`src/design/plir_pkg.sv`:
```
`timescale 1ns / 1ps
// ----------------------------------------------------------------------------
// plir_pkg
// Shared types and constants of the piecewise-linear intensity remap.
// ----------------------------------------------------------------------------
package plir_pkg;

    // field and register widths
    localparam int VOX_W     = 8;
    localparam int CFG_W     = 64;
    localparam int CFG_IDX_W = 2;
    localparam int PC_W      = 4;

    // default number of breakpoints held
    localparam int MAX_POINTS_DEF = 8;

    // register reset values
    localparam logic [PC_W-1:0] PC_RESET     = 4'd2;
    localparam logic [15:0]     POINTS_RESET = 16'hFF00;

    // queue depths and divider length
    localparam int MID_DEPTH = 4;
    localparam int OUT_DEPTH = 16;
    localparam int DIV_STEPS = VOX_W;

    // configuration register indexes
    typedef enum logic [CFG_IDX_W-1:0] {
        CFG_POINT_COUNT   = 2'd0,
        CFG_INPUT_POINTS  = 2'd1,
        CFG_OUTPUT_POINTS = 2'd2
    } t_cfg_idx;

    // classified voxel, handed from front to back
    typedef struct packed {
        logic             direct;
        logic             neg;
        logic [VOX_W-1:0] o0;
        logic [VOX_W-1:0] mag;
        logic [VOX_W-1:0] dv;
        logic [VOX_W-1:0] den;
    } t_mid;

    // one stage of the division pipeline
    typedef struct packed {
        logic             direct;
        logic             neg;
        logic [VOX_W-1:0] o0;
        logic [VOX_W-1:0] den;
        logic [VOX_W-1:0] rem;
        logic [VOX_W-1:0] nq;
    } t_div;

endpackage

```
`src/design/plir_fifo.sv`:
```
`timescale 1ns / 1ps
// ----------------------------------------------------------------------------
// plir_fifo
// Small synchronous queue with registered pointers and fill count.
// ----------------------------------------------------------------------------
module plir_fifo #(
    parameter int WIDTH = plir_pkg::VOX_W,
    parameter int DEPTH = plir_pkg::MID_DEPTH
) (
    input  logic             i_clk,
    input  logic             i_rst_n,
    input  logic             i_push,
    input  logic [WIDTH-1:0] i_data,
    output logic             o_full,
    input  logic             i_pop,
    output logic [WIDTH-1:0] o_data,
    output logic             o_empty
);
    localparam int AW = (DEPTH > 1) ? $clog2(DEPTH) : 1;
    localparam int CW = $clog2(DEPTH + 1);

    logic [WIDTH-1:0] r_mem [DEPTH];
    logic [AW-1:0]    r_wr;
    logic [AW-1:0]    r_rd;
    logic [CW-1:0]    r_cnt;
    logic             do_push;
    logic             do_pop;

    assign o_full  = (r_cnt == CW'(DEPTH));
    assign o_empty = (r_cnt == '0);
    assign do_push = i_push && !o_full;
    assign do_pop  = i_pop && !o_empty;
    assign o_data  = r_mem[r_rd];

    // pointers and fill count
    always_ff @(posedge i_clk) begin
        if (!i_rst_n) begin
            r_wr  <= '0;
            r_rd  <= '0;
            r_cnt <= '0;
        end else begin
            if (do_push) begin
                r_wr <= (r_wr == AW'(DEPTH - 1)) ? '0 : r_wr + 1'b1;
            end
            if (do_pop) begin
                r_rd <= (r_rd == AW'(DEPTH - 1)) ? '0 : r_rd + 1'b1;
            end
            if (do_push && !do_pop) begin
                r_cnt <= r_cnt + 1'b1;
            end else if (do_pop && !do_push) begin
                r_cnt <= r_cnt - 1'b1;
            end
        end
    end

    // storage
    always_ff @(posedge i_clk) begin
        if (do_push) begin
            r_mem[r_wr] <= i_data;
        end
    end

endmodule

```
`src/design/plir_front.sv`:
```
`timescale 1ns / 1ps
// ----------------------------------------------------------------------------
// plir_front
// Classifies a voxel against the breakpoints: picks the segment or a direct
// output level, and prepares the operands of the interpolation.
// ----------------------------------------------------------------------------
module plir_front #(
    parameter int MAX_POINTS = plir_pkg::MAX_POINTS_DEF
) (
    input  logic [plir_pkg::VOX_W-1:0]            i_voxel_in,
    input  logic [plir_pkg::PC_W-1:0]             i_point_count,
    input  logic [MAX_POINTS*plir_pkg::VOX_W-1:0] i_input_points,
    input  logic [MAX_POINTS*plir_pkg::VOX_W-1:0] i_output_points,
    output plir_pkg::t_mid                        o_entry
);
    import plir_pkg::*;

    logic [PC_W-1:0]  n_used;
    logic [VOX_W-1:0] raw_first;
    logic [VOX_W-1:0] out_first;
    logic [VOX_W-1:0] raw_last;
    logic [VOX_W-1:0] out_last;
    logic             found;
    logic [VOX_W-1:0] r0;
    logic [VOX_W-1:0] r1;
    logic [VOX_W-1:0] o0;
    logic [VOX_W-1:0] o1;

    // points in use, clamped to the supported range
    always_comb begin
        if (i_point_count < PC_W'(2)) begin
            n_used = PC_W'(2);
        end else if (i_point_count > PC_W'(MAX_POINTS)) begin
            n_used = PC_W'(MAX_POINTS);
        end else begin
            n_used = i_point_count;
        end
    end

    // first and last breakpoint in use
    always_comb begin
        raw_first = i_input_points[VOX_W-1:0];
        out_first = i_output_points[VOX_W-1:0];
        raw_last  = i_input_points[VOX_W-1:0];
        out_last  = i_output_points[VOX_W-1:0];
        for (int i = 1; i < MAX_POINTS; i++) begin
            if (i == int'(n_used) - 1) begin
                raw_last = i_input_points[i*VOX_W +: VOX_W];
                out_last = i_output_points[i*VOX_W +: VOX_W];
            end
        end
    end

    // last segment whose closed interval holds the voxel
    always_comb begin
        found = 1'b0;
        r0    = '0;
        r1    = '0;
        o0    = '0;
        o1    = '0;
        for (int m = 0; m < MAX_POINTS - 1; m++) begin
            if ((m + 1) < int'(n_used)
                && i_voxel_in >= i_input_points[m*VOX_W +: VOX_W]
                && i_voxel_in <= i_input_points[(m+1)*VOX_W +: VOX_W]) begin
                found = 1'b1;
                r0    = i_input_points[m*VOX_W +: VOX_W];
                r1    = i_input_points[(m+1)*VOX_W +: VOX_W];
                o0    = i_output_points[m*VOX_W +: VOX_W];
                o1    = i_output_points[(m+1)*VOX_W +: VOX_W];
            end
        end
    end

    // direct level or interpolation operands
    always_comb begin
        o_entry.direct = 1'b1;
        o_entry.neg    = (o1 < o0);
        o_entry.o0     = o0;
        o_entry.mag    = (o1 < o0) ? (o0 - o1) : (o1 - o0);
        o_entry.dv     = i_voxel_in - r0;
        o_entry.den    = r1 - r0;
        if (i_voxel_in < raw_first) begin
            o_entry.o0 = out_first;
        end else if (i_voxel_in > raw_last || !found) begin
            o_entry.o0 = out_last;
        end else if (r0 != r1) begin
            o_entry.direct = 1'b0;
        end
    end

endmodule

```
`src/design/plir_back.sv`:
```
`timescale 1ns / 1ps
// ----------------------------------------------------------------------------
// plir_back
// Interpolation pipeline: one multiply stage, a restoring divider of one
// quotient bit a stage, and floor correction at the end.
// ----------------------------------------------------------------------------
module plir_back (
    input  logic                       i_clk,
    input  logic                       i_rst_n,
    input  logic                       i_valid,
    input  plir_pkg::t_mid             i_entry,
    output logic                       o_valid,
    output logic [plir_pkg::VOX_W-1:0] o_voxel_out
);
    import plir_pkg::*;

    logic [DIV_STEPS:0]   r_vld;
    t_div                 r_div [DIV_STEPS+1];
    t_div                 n_div [DIV_STEPS+1];
    logic [2*VOX_W-1:0]   product;
    logic                 bump;
    logic [VOX_W:0]       quot;
    logic [VOX_W:0]       sum;

    // multiply stage input
    always_comb begin
        product         = {{VOX_W{1'b0}}, i_entry.dv} * {{VOX_W{1'b0}}, i_entry.mag};
        n_div[0].direct = i_entry.direct;
        n_div[0].neg    = i_entry.neg;
        n_div[0].o0     = i_entry.o0;
        n_div[0].den    = i_entry.den;
        n_div[0].rem    = product[2*VOX_W-1:VOX_W];
        n_div[0].nq     = product[VOX_W-1:0];
    end

    // one quotient bit per stage
    for (genvar g = 0; g < DIV_STEPS; g++) begin : g_step
        logic [VOX_W:0] trial;
        logic           ge;
        always_comb begin
            trial = {r_div[g].rem, r_div[g].nq[VOX_W-1]};
            ge    = (trial >= {1'b0, r_div[g].den});
            n_div[g+1]     = r_div[g];
            n_div[g+1].rem = ge ? VOX_W'(trial - {1'b0, r_div[g].den}) : trial[VOX_W-1:0];
            n_div[g+1].nq  = {r_div[g].nq[VOX_W-2:0], ge};
        end
    end

    // stage valids
    always_ff @(posedge i_clk) begin
        if (!i_rst_n) begin
            r_vld <= '0;
        end else begin
            r_vld <= {r_vld[DIV_STEPS-1:0], i_valid};
        end
    end

    // stage payload
    always_ff @(posedge i_clk) begin
        for (int i = 0; i <= DIV_STEPS; i++) begin
            r_div[i] <= n_div[i];
        end
    end

    // floor toward minus infinity on a falling segment, then add or subtract
    always_comb begin
        bump = r_div[DIV_STEPS].neg && (r_div[DIV_STEPS].rem != '0);
        quot = {1'b0, r_div[DIV_STEPS].nq} + {{VOX_W{1'b0}}, bump};
        sum  = r_div[DIV_STEPS].neg ? ({1'b0, r_div[DIV_STEPS].o0} - quot)
                                    : ({1'b0, r_div[DIV_STEPS].o0} + quot);
        o_voxel_out = r_div[DIV_STEPS].direct ? r_div[DIV_STEPS].o0 : sum[VOX_W-1:0];
    end

    assign o_valid = r_vld[DIV_STEPS];

endmodule

```
`src/design/piecewise_linear_intensity_remap_top.sv`:
```
`timescale 1ns / 1ps
// ----------------------------------------------------------------------------
// piecewise_linear_intensity_remap_top
// Remaps 8-bit voxels through a piecewise-linear transfer curve.
// ----------------------------------------------------------------------------
// Usage:
//   Input side is a queue: drive i_voxel_in with i_push while o_full is low.
//   Result side is a queue: o_voxel_out holds the oldest result while o_empty
//   is low; i_pop takes it.
//   Configuration: i_cfg_we with i_cfg_index (0 point count, 1 raw points,
//   2 output levels) and i_cfg_data; write only while the block is idle.
// Timing:
//   Throughput is one voxel per clock while no credit or queue stall holds
//   issue, set by the interpolation pipeline (one multiply stage, eight
//   divider stages of one quotient bit each). Each voxel passes the classified
//   queue, the multiply stage and the divider stages, then enters the result queue.
//   Issue into the pipeline is gated by a credit count against the 16-entry
//   result queue, so a stalled receiver fills that queue, then the 4-entry
//   classified queue, and then o_full rises; nothing is dropped.
// Reset:
//   Synchronous, active low; empties both queues and the pipeline and loads
//   two breakpoints mapping 0..255 onto 0..255.
// ----------------------------------------------------------------------------
module piecewise_linear_intensity_remap_top #(
    parameter int MAX_POINTS = plir_pkg::MAX_POINTS_DEF
) (
    input  logic                           i_clk,
    input  logic                           i_rst_n,
    input  logic                           i_push,
    output logic                           o_full,
    input  logic [plir_pkg::VOX_W-1:0]     i_voxel_in,
    output logic                           o_empty,
    input  logic                           i_pop,
    output logic [plir_pkg::VOX_W-1:0]     o_voxel_out,
    input  logic                           i_cfg_we,
    input  logic [plir_pkg::CFG_IDX_W-1:0] i_cfg_index,
    input  logic [plir_pkg::CFG_W-1:0]     i_cfg_data
);
    import plir_pkg::*;

    localparam int PW = MAX_POINTS * VOX_W;
    localparam int MW = $bits(t_mid);
    localparam int CRW = $clog2(OUT_DEPTH + 1);

    logic [PC_W-1:0]  r_point_count;
    logic [PW-1:0]    r_input_points;
    logic [PW-1:0]    r_output_points;
    logic [CRW-1:0]   r_credit;

    t_mid             front_entry;
    t_mid             mid_head;
    logic [MW-1:0]    mid_wdata;
    logic [MW-1:0]    mid_rdata;
    logic             mid_empty;
    logic             issue;
    logic             back_valid;
    logic [VOX_W-1:0] back_voxel;
    logic             out_full;
    logic             out_pop;

    // configuration registers
    always_ff @(posedge i_clk) begin
        if (!i_rst_n) begin
            r_point_count   <= PC_RESET;
            r_input_points  <= PW'(POINTS_RESET);
            r_output_points <= PW'(POINTS_RESET);
        end else if (i_cfg_we) begin
            unique case (t_cfg_idx'(i_cfg_index))
                CFG_POINT_COUNT:   r_point_count   <= i_cfg_data[PC_W-1:0];
                CFG_INPUT_POINTS:  r_input_points  <= i_cfg_data[PW-1:0];
                CFG_OUTPUT_POINTS: r_output_points <= i_cfg_data[PW-1:0];
                default: ;
            endcase
        end
    end

    // front: classify the incoming voxel
    plir_front #(
        .MAX_POINTS(MAX_POINTS)
    ) u_front (
        .i_voxel_in     (i_voxel_in),
        .i_point_count  (r_point_count),
        .i_input_points (r_input_points),
        .i_output_points(r_output_points),
        .o_entry        (front_entry)
    );

    assign mid_wdata = front_entry;
    assign mid_head  = t_mid'(mid_rdata);

    // queue between front and back
    plir_fifo #(
        .WIDTH(MW),
        .DEPTH(MID_DEPTH)
    ) u_mid_fifo (
        .i_clk  (i_clk),
        .i_rst_n(i_rst_n),
        .i_push (i_push),
        .i_data (mid_wdata),
        .o_full (o_full),
        .i_pop  (issue),
        .o_data (mid_rdata),
        .o_empty(mid_empty)
    );

    // issue only with a free result slot reserved
    assign issue   = !mid_empty && (r_credit < CRW'(OUT_DEPTH));
    assign out_pop = i_pop && !o_empty;

    always_ff @(posedge i_clk) begin
        if (!i_rst_n) begin
            r_credit <= '0;
        end else if (issue && !out_pop) begin
            r_credit <= r_credit + 1'b1;
        end else if (out_pop && !issue) begin
            r_credit <= r_credit - 1'b1;
        end
    end

    // back: interpolation pipeline
    plir_back u_back (
        .i_clk      (i_clk),
        .i_rst_n    (i_rst_n),
        .i_valid    (issue),
        .i_entry    (mid_head),
        .o_valid    (back_valid),
        .o_voxel_out(back_voxel)
    );

    // result queue
    plir_fifo #(
        .WIDTH(VOX_W),
        .DEPTH(OUT_DEPTH)
    ) u_out_fifo (
        .i_clk  (i_clk),
        .i_rst_n(i_rst_n),
        .i_push (back_valid),
        .i_data (back_voxel),
        .o_full (out_full),
        .i_pop  (i_pop),
        .o_data (o_voxel_out),
        .o_empty(o_empty)
    );

`ifndef SYNTHESIS
    // a finished result always finds room in the result queue
    a_no_overflow : assert property (@(posedge i_clk) disable iff (!i_rst_n)
        back_valid |-> !out_full)
        else $error("result queue overflow");

    // credits never exceed the result queue depth
    a_credit_bound : assert property (@(posedge i_clk) disable iff (!i_rst_n)
        r_credit <= CRW'(OUT_DEPTH))
        else $error("credit count out of range");

    // a waiting result is always covered by a credit
    a_credit_cover : assert property (@(posedge i_clk) disable iff (!i_rst_n)
        !o_empty |-> (r_credit != '0))
        else $error("result without credit");

    // an issue with no pop raises the credit count by one
    a_credit_step : assert property (@(posedge i_clk) disable iff (!i_rst_n)
        (issue && !out_pop) |=> (r_credit == $past(r_credit) + 1'b1))
        else $error("credit count did not follow issue");
`endif

endmodule

```
`config.mk`:
```
export PLATFORM = sky130hd
export DESIGN_NAME = piecewise_linear_intensity_remap_top
export DESIGN_NICKNAME = d
export VERILOG_FILES = /design/src/design/plir_pkg.sv /design/src/design/plir_fifo.sv /design/src/design/plir_front.sv /design/src/design/plir_back.sv /design/src/design/piecewise_linear_intensity_remap_top.sv
export SDC_FILE = /design/constraint.sdc
export NUM_CORES = 1
export LEC_CHECK = 0
export BUFFER_PORTS_ARGS = -buffer_cell sky130_fd_sc_hd__buf_2
export CAP_MARGIN = 25
export CORE_MARGIN = 2
export CORE_UTILIZATION = 50
export CTS_CLUSTER_SIZE = 24
export DETAILED_ROUTE_END_ITERATION = 10
export PLACE_DENSITY = 0.73
export SLEW_MARGIN = 20
export SYNTH_ARGS = -nofsm -noshare
export SYNTH_HDL_FRONTEND = slang
export SYNTH_HIERARCHICAL = 1
export SYNTH_SLANG_ARGS = --single-unit
```
`constraint.sdc`:
```
create_clock -name i_clk -period 7.1 [get_ports i_clk]
set_input_delay 1.775 -clock i_clk [delete_from_list [all_inputs] [get_ports i_clk]]
set_output_delay 1.775 -clock i_clk [all_outputs]
set_load 0.01 [all_outputs]
```
==> flow_summary.yaml <==
critical_path:
  cp.arrival_ns: 6.94
  start_kind: "input pin"
  worst_setup_path_end_kind: "flip-flop"
  crit_path_max_fanout: 11
  critical_path_type: "in2reg"
  cp.required_ns: 7.51
finish:
  post_route_cells_drive_above_1_share: 0.128
  layout.core_utilization: 0.559
  layoutNonFillerInstCount: 4286
  post-route-cell-area_um2: 39000
  synthToLayoutAreaGrowth_pct: 11.2
  fill_cells: 5841
  most_frequent_cells_in_the_layout: "dfxtp_1, nand2_1, edfxtp_1, inv_1, ha_1"
  finish.net_count: 3648
  mostFrequentLayoutCell: "dfxtp_1"
timing:
  layout_min_cycle_time_ns: 6.52
  maxClockFrequency_ghz: 0.153
  timing.final.crit_share: 0.919
  grt_setup_unrepaired: "no"
  finClkSkew_ns: 0.0272
  pin_slew_with_the_least_headroom_to_its_limit_ns: 1.05
  final-max-slew-violation-count: 0
  setup-tns-final_ns: 0
  finalHoldViolCount: 0
  setup_viol: 0
  relSlewSlack: 0.297
  final_critical_path_setup_slack_ns: 0.578
cts:
  clock_sink_count: 734
  clockBufferDepth: 3
  gates_resized_cts_repair: 0
  cts_setup_buffers: 0
  numCtsBuffers: 72
  clk-insertion-delay-late_ns: 0.63
  holdBufCountCts: 0
  tritoncts: "built"
  htree_num_levels: 3
  clk_pin_slew_worst_paths_ns: 0.06
  clock_tree.root_cell: "clkbuf_16"
placement:
  placed_cell_area_um2: 36500
  hpwl_um: 60400
  post-place-ws_ns: 0.0773
  port_buffers: 88
  finalWeightedCongestion: 0.989
  dp.cells: 4152
die:
  design.core.area_um2: 69800
  initial_utilization: 0.503
  io_pins: 89
  die_area_um2: 72300
  fp.dieW_um: 269
  die_height_um: 269
  row_count: 97
route:
  post_drt_via_cell_ratio: 5.69
  per_cell_routed_wire_length_um: 19.5
  drt-initial-drc-count: 2081
  drtPass1Iterations: 6
  num_vias: 24400
  ant_nets: 0
  post-route-drc-count: 0
  routed_wl_um: 83700
power_and_ir_drop:
  p_leak_nw: 15.5
  powerDensity_nw_per_um2: 563
  peakVddDrop_mv: 0.635
hold_path:
  path_type_of_the_worst_min_delay_path: "reg2reg"
grt:
  grt-ovfl-total: 0
  groute.usage.overall: 0.234
  antenna_found_initial: 3
  first_global_vias: 24000
  grt_first_pass_wirelength_um: 131000
  grt_start_max_net_pins: 95
job:
  drv_cap: 0
synthesis:
  synthesis.instances: 3188
  synthesis.area_per_instance_um2: 11.0
  synth_area_um2: 35100
  synth_warn: 6
  syn_nets: 3550
status:
  status: "complete, no violations"
worst max-delay path: stages:
cell	delay, ns
buf_2	0.31
ha_1	0.31
nor2b_1	0.13
o211ai_1	0.20
a31oi_1	0.14
o21a_1	0.23
a211oi_2	0.46
a221oi_1	0.16
o31ai_1	0.44
a221oi_1	0.18
inv_1	0.09
ha_1	0.17
inv_1	0.06
fa_1	0.41
a21o_1	0.17
a21o_1	0.19
a21oi_1	0.14
o21ai_1	0.07
o211ai_1	0.26
mux2_2	0.39
o21ai_1	0.20
o221ai_1	0.17
xnor2_1	0.27
path summary, 6_finish.rpt:
kind | from | end | slack (ns) | cells past startpoint
worst max-delay path | i_voxel_in[1] | u_mid_fifo/r_mem[1][21]$_DFFE_PP_ | 0.58 | 23
worst min-delay path | u_back/r_div[0][131]$_DFF_P_ | u_back/r_div[1][29]$_DFF_P_ | 0.31 | 0
worst max register to register | r_point_count[0]$_SDFFE_PN0P_ | u_mid_fifo/r_mem[2][29]$_DFFE_PP_ | 1.35 | 19
worst min register to register | u_back/r_div[0][131]$_DFF_P_ | u_back/r_div[1][29]$_DFF_P_ | 0.31 | 0
per-stage QoR:
step / hold slack (ns) / power (W)
after detailed placement: 0.312 / 0.0182
after global routing: 0.324 / 0.0239
after global placement: 0.310 / 0.0178
after CTS: 0.311 / 0.0222
final: 0.312 / 0.0220
after floorplan: 0.310 / 0.0156
metal layers:
metal  global-route usage  vias to the layer above  wire (um)
met3               0.0438                      211       5890
met2                0.387                      875      39300
met5                    0                        -         13
li1                     -                    11600          -
met4               0.0883                        2       3170
met1                0.305                    11700      35400
cell type report:
class | count | area, um^2 | share of cell area
Inverter | 255 | 960 | 0.0246
Antenna cell | 2 | 5.00 | 0.000128
Clock buffer | 92 | 1990 | 0.0510
Clock inverter | 40 | 495 | 0.0127
Timing Repair Buffer | 158 | 968 | 0.0248
Tap cell | 940 | 1180 | 0.0302
Sequential cell | 734 | 17300 | 0.445
Multi-Input combinational cell | 2065 | 16100 | 0.412
registers in the layout, summed over array words and instances (netlist names), 5 cells and up, named ones only:
signal,flops
r_credit,5
r_input_points,64
r_output_points,64
u_back/r_div,298
u_back/r_vld,9
u_mid_fifo/r_mem,136
u_out_fifo/r_cnt,5
u_out_fifo/r_mem,128
power breakdown:
part / switching, W / total (W) / internal (W)
Clock: 0.00164 / 0.00391 / 0.00228
Sequential: 0.000567 / 0.00672 / 0.00615
Combinational: 0.00622 / 0.0113 / 0.00511
Total: 0.00842 / 0.0220 / 0.0135
No activity file was read; power rests on OpenSTA's default activity.
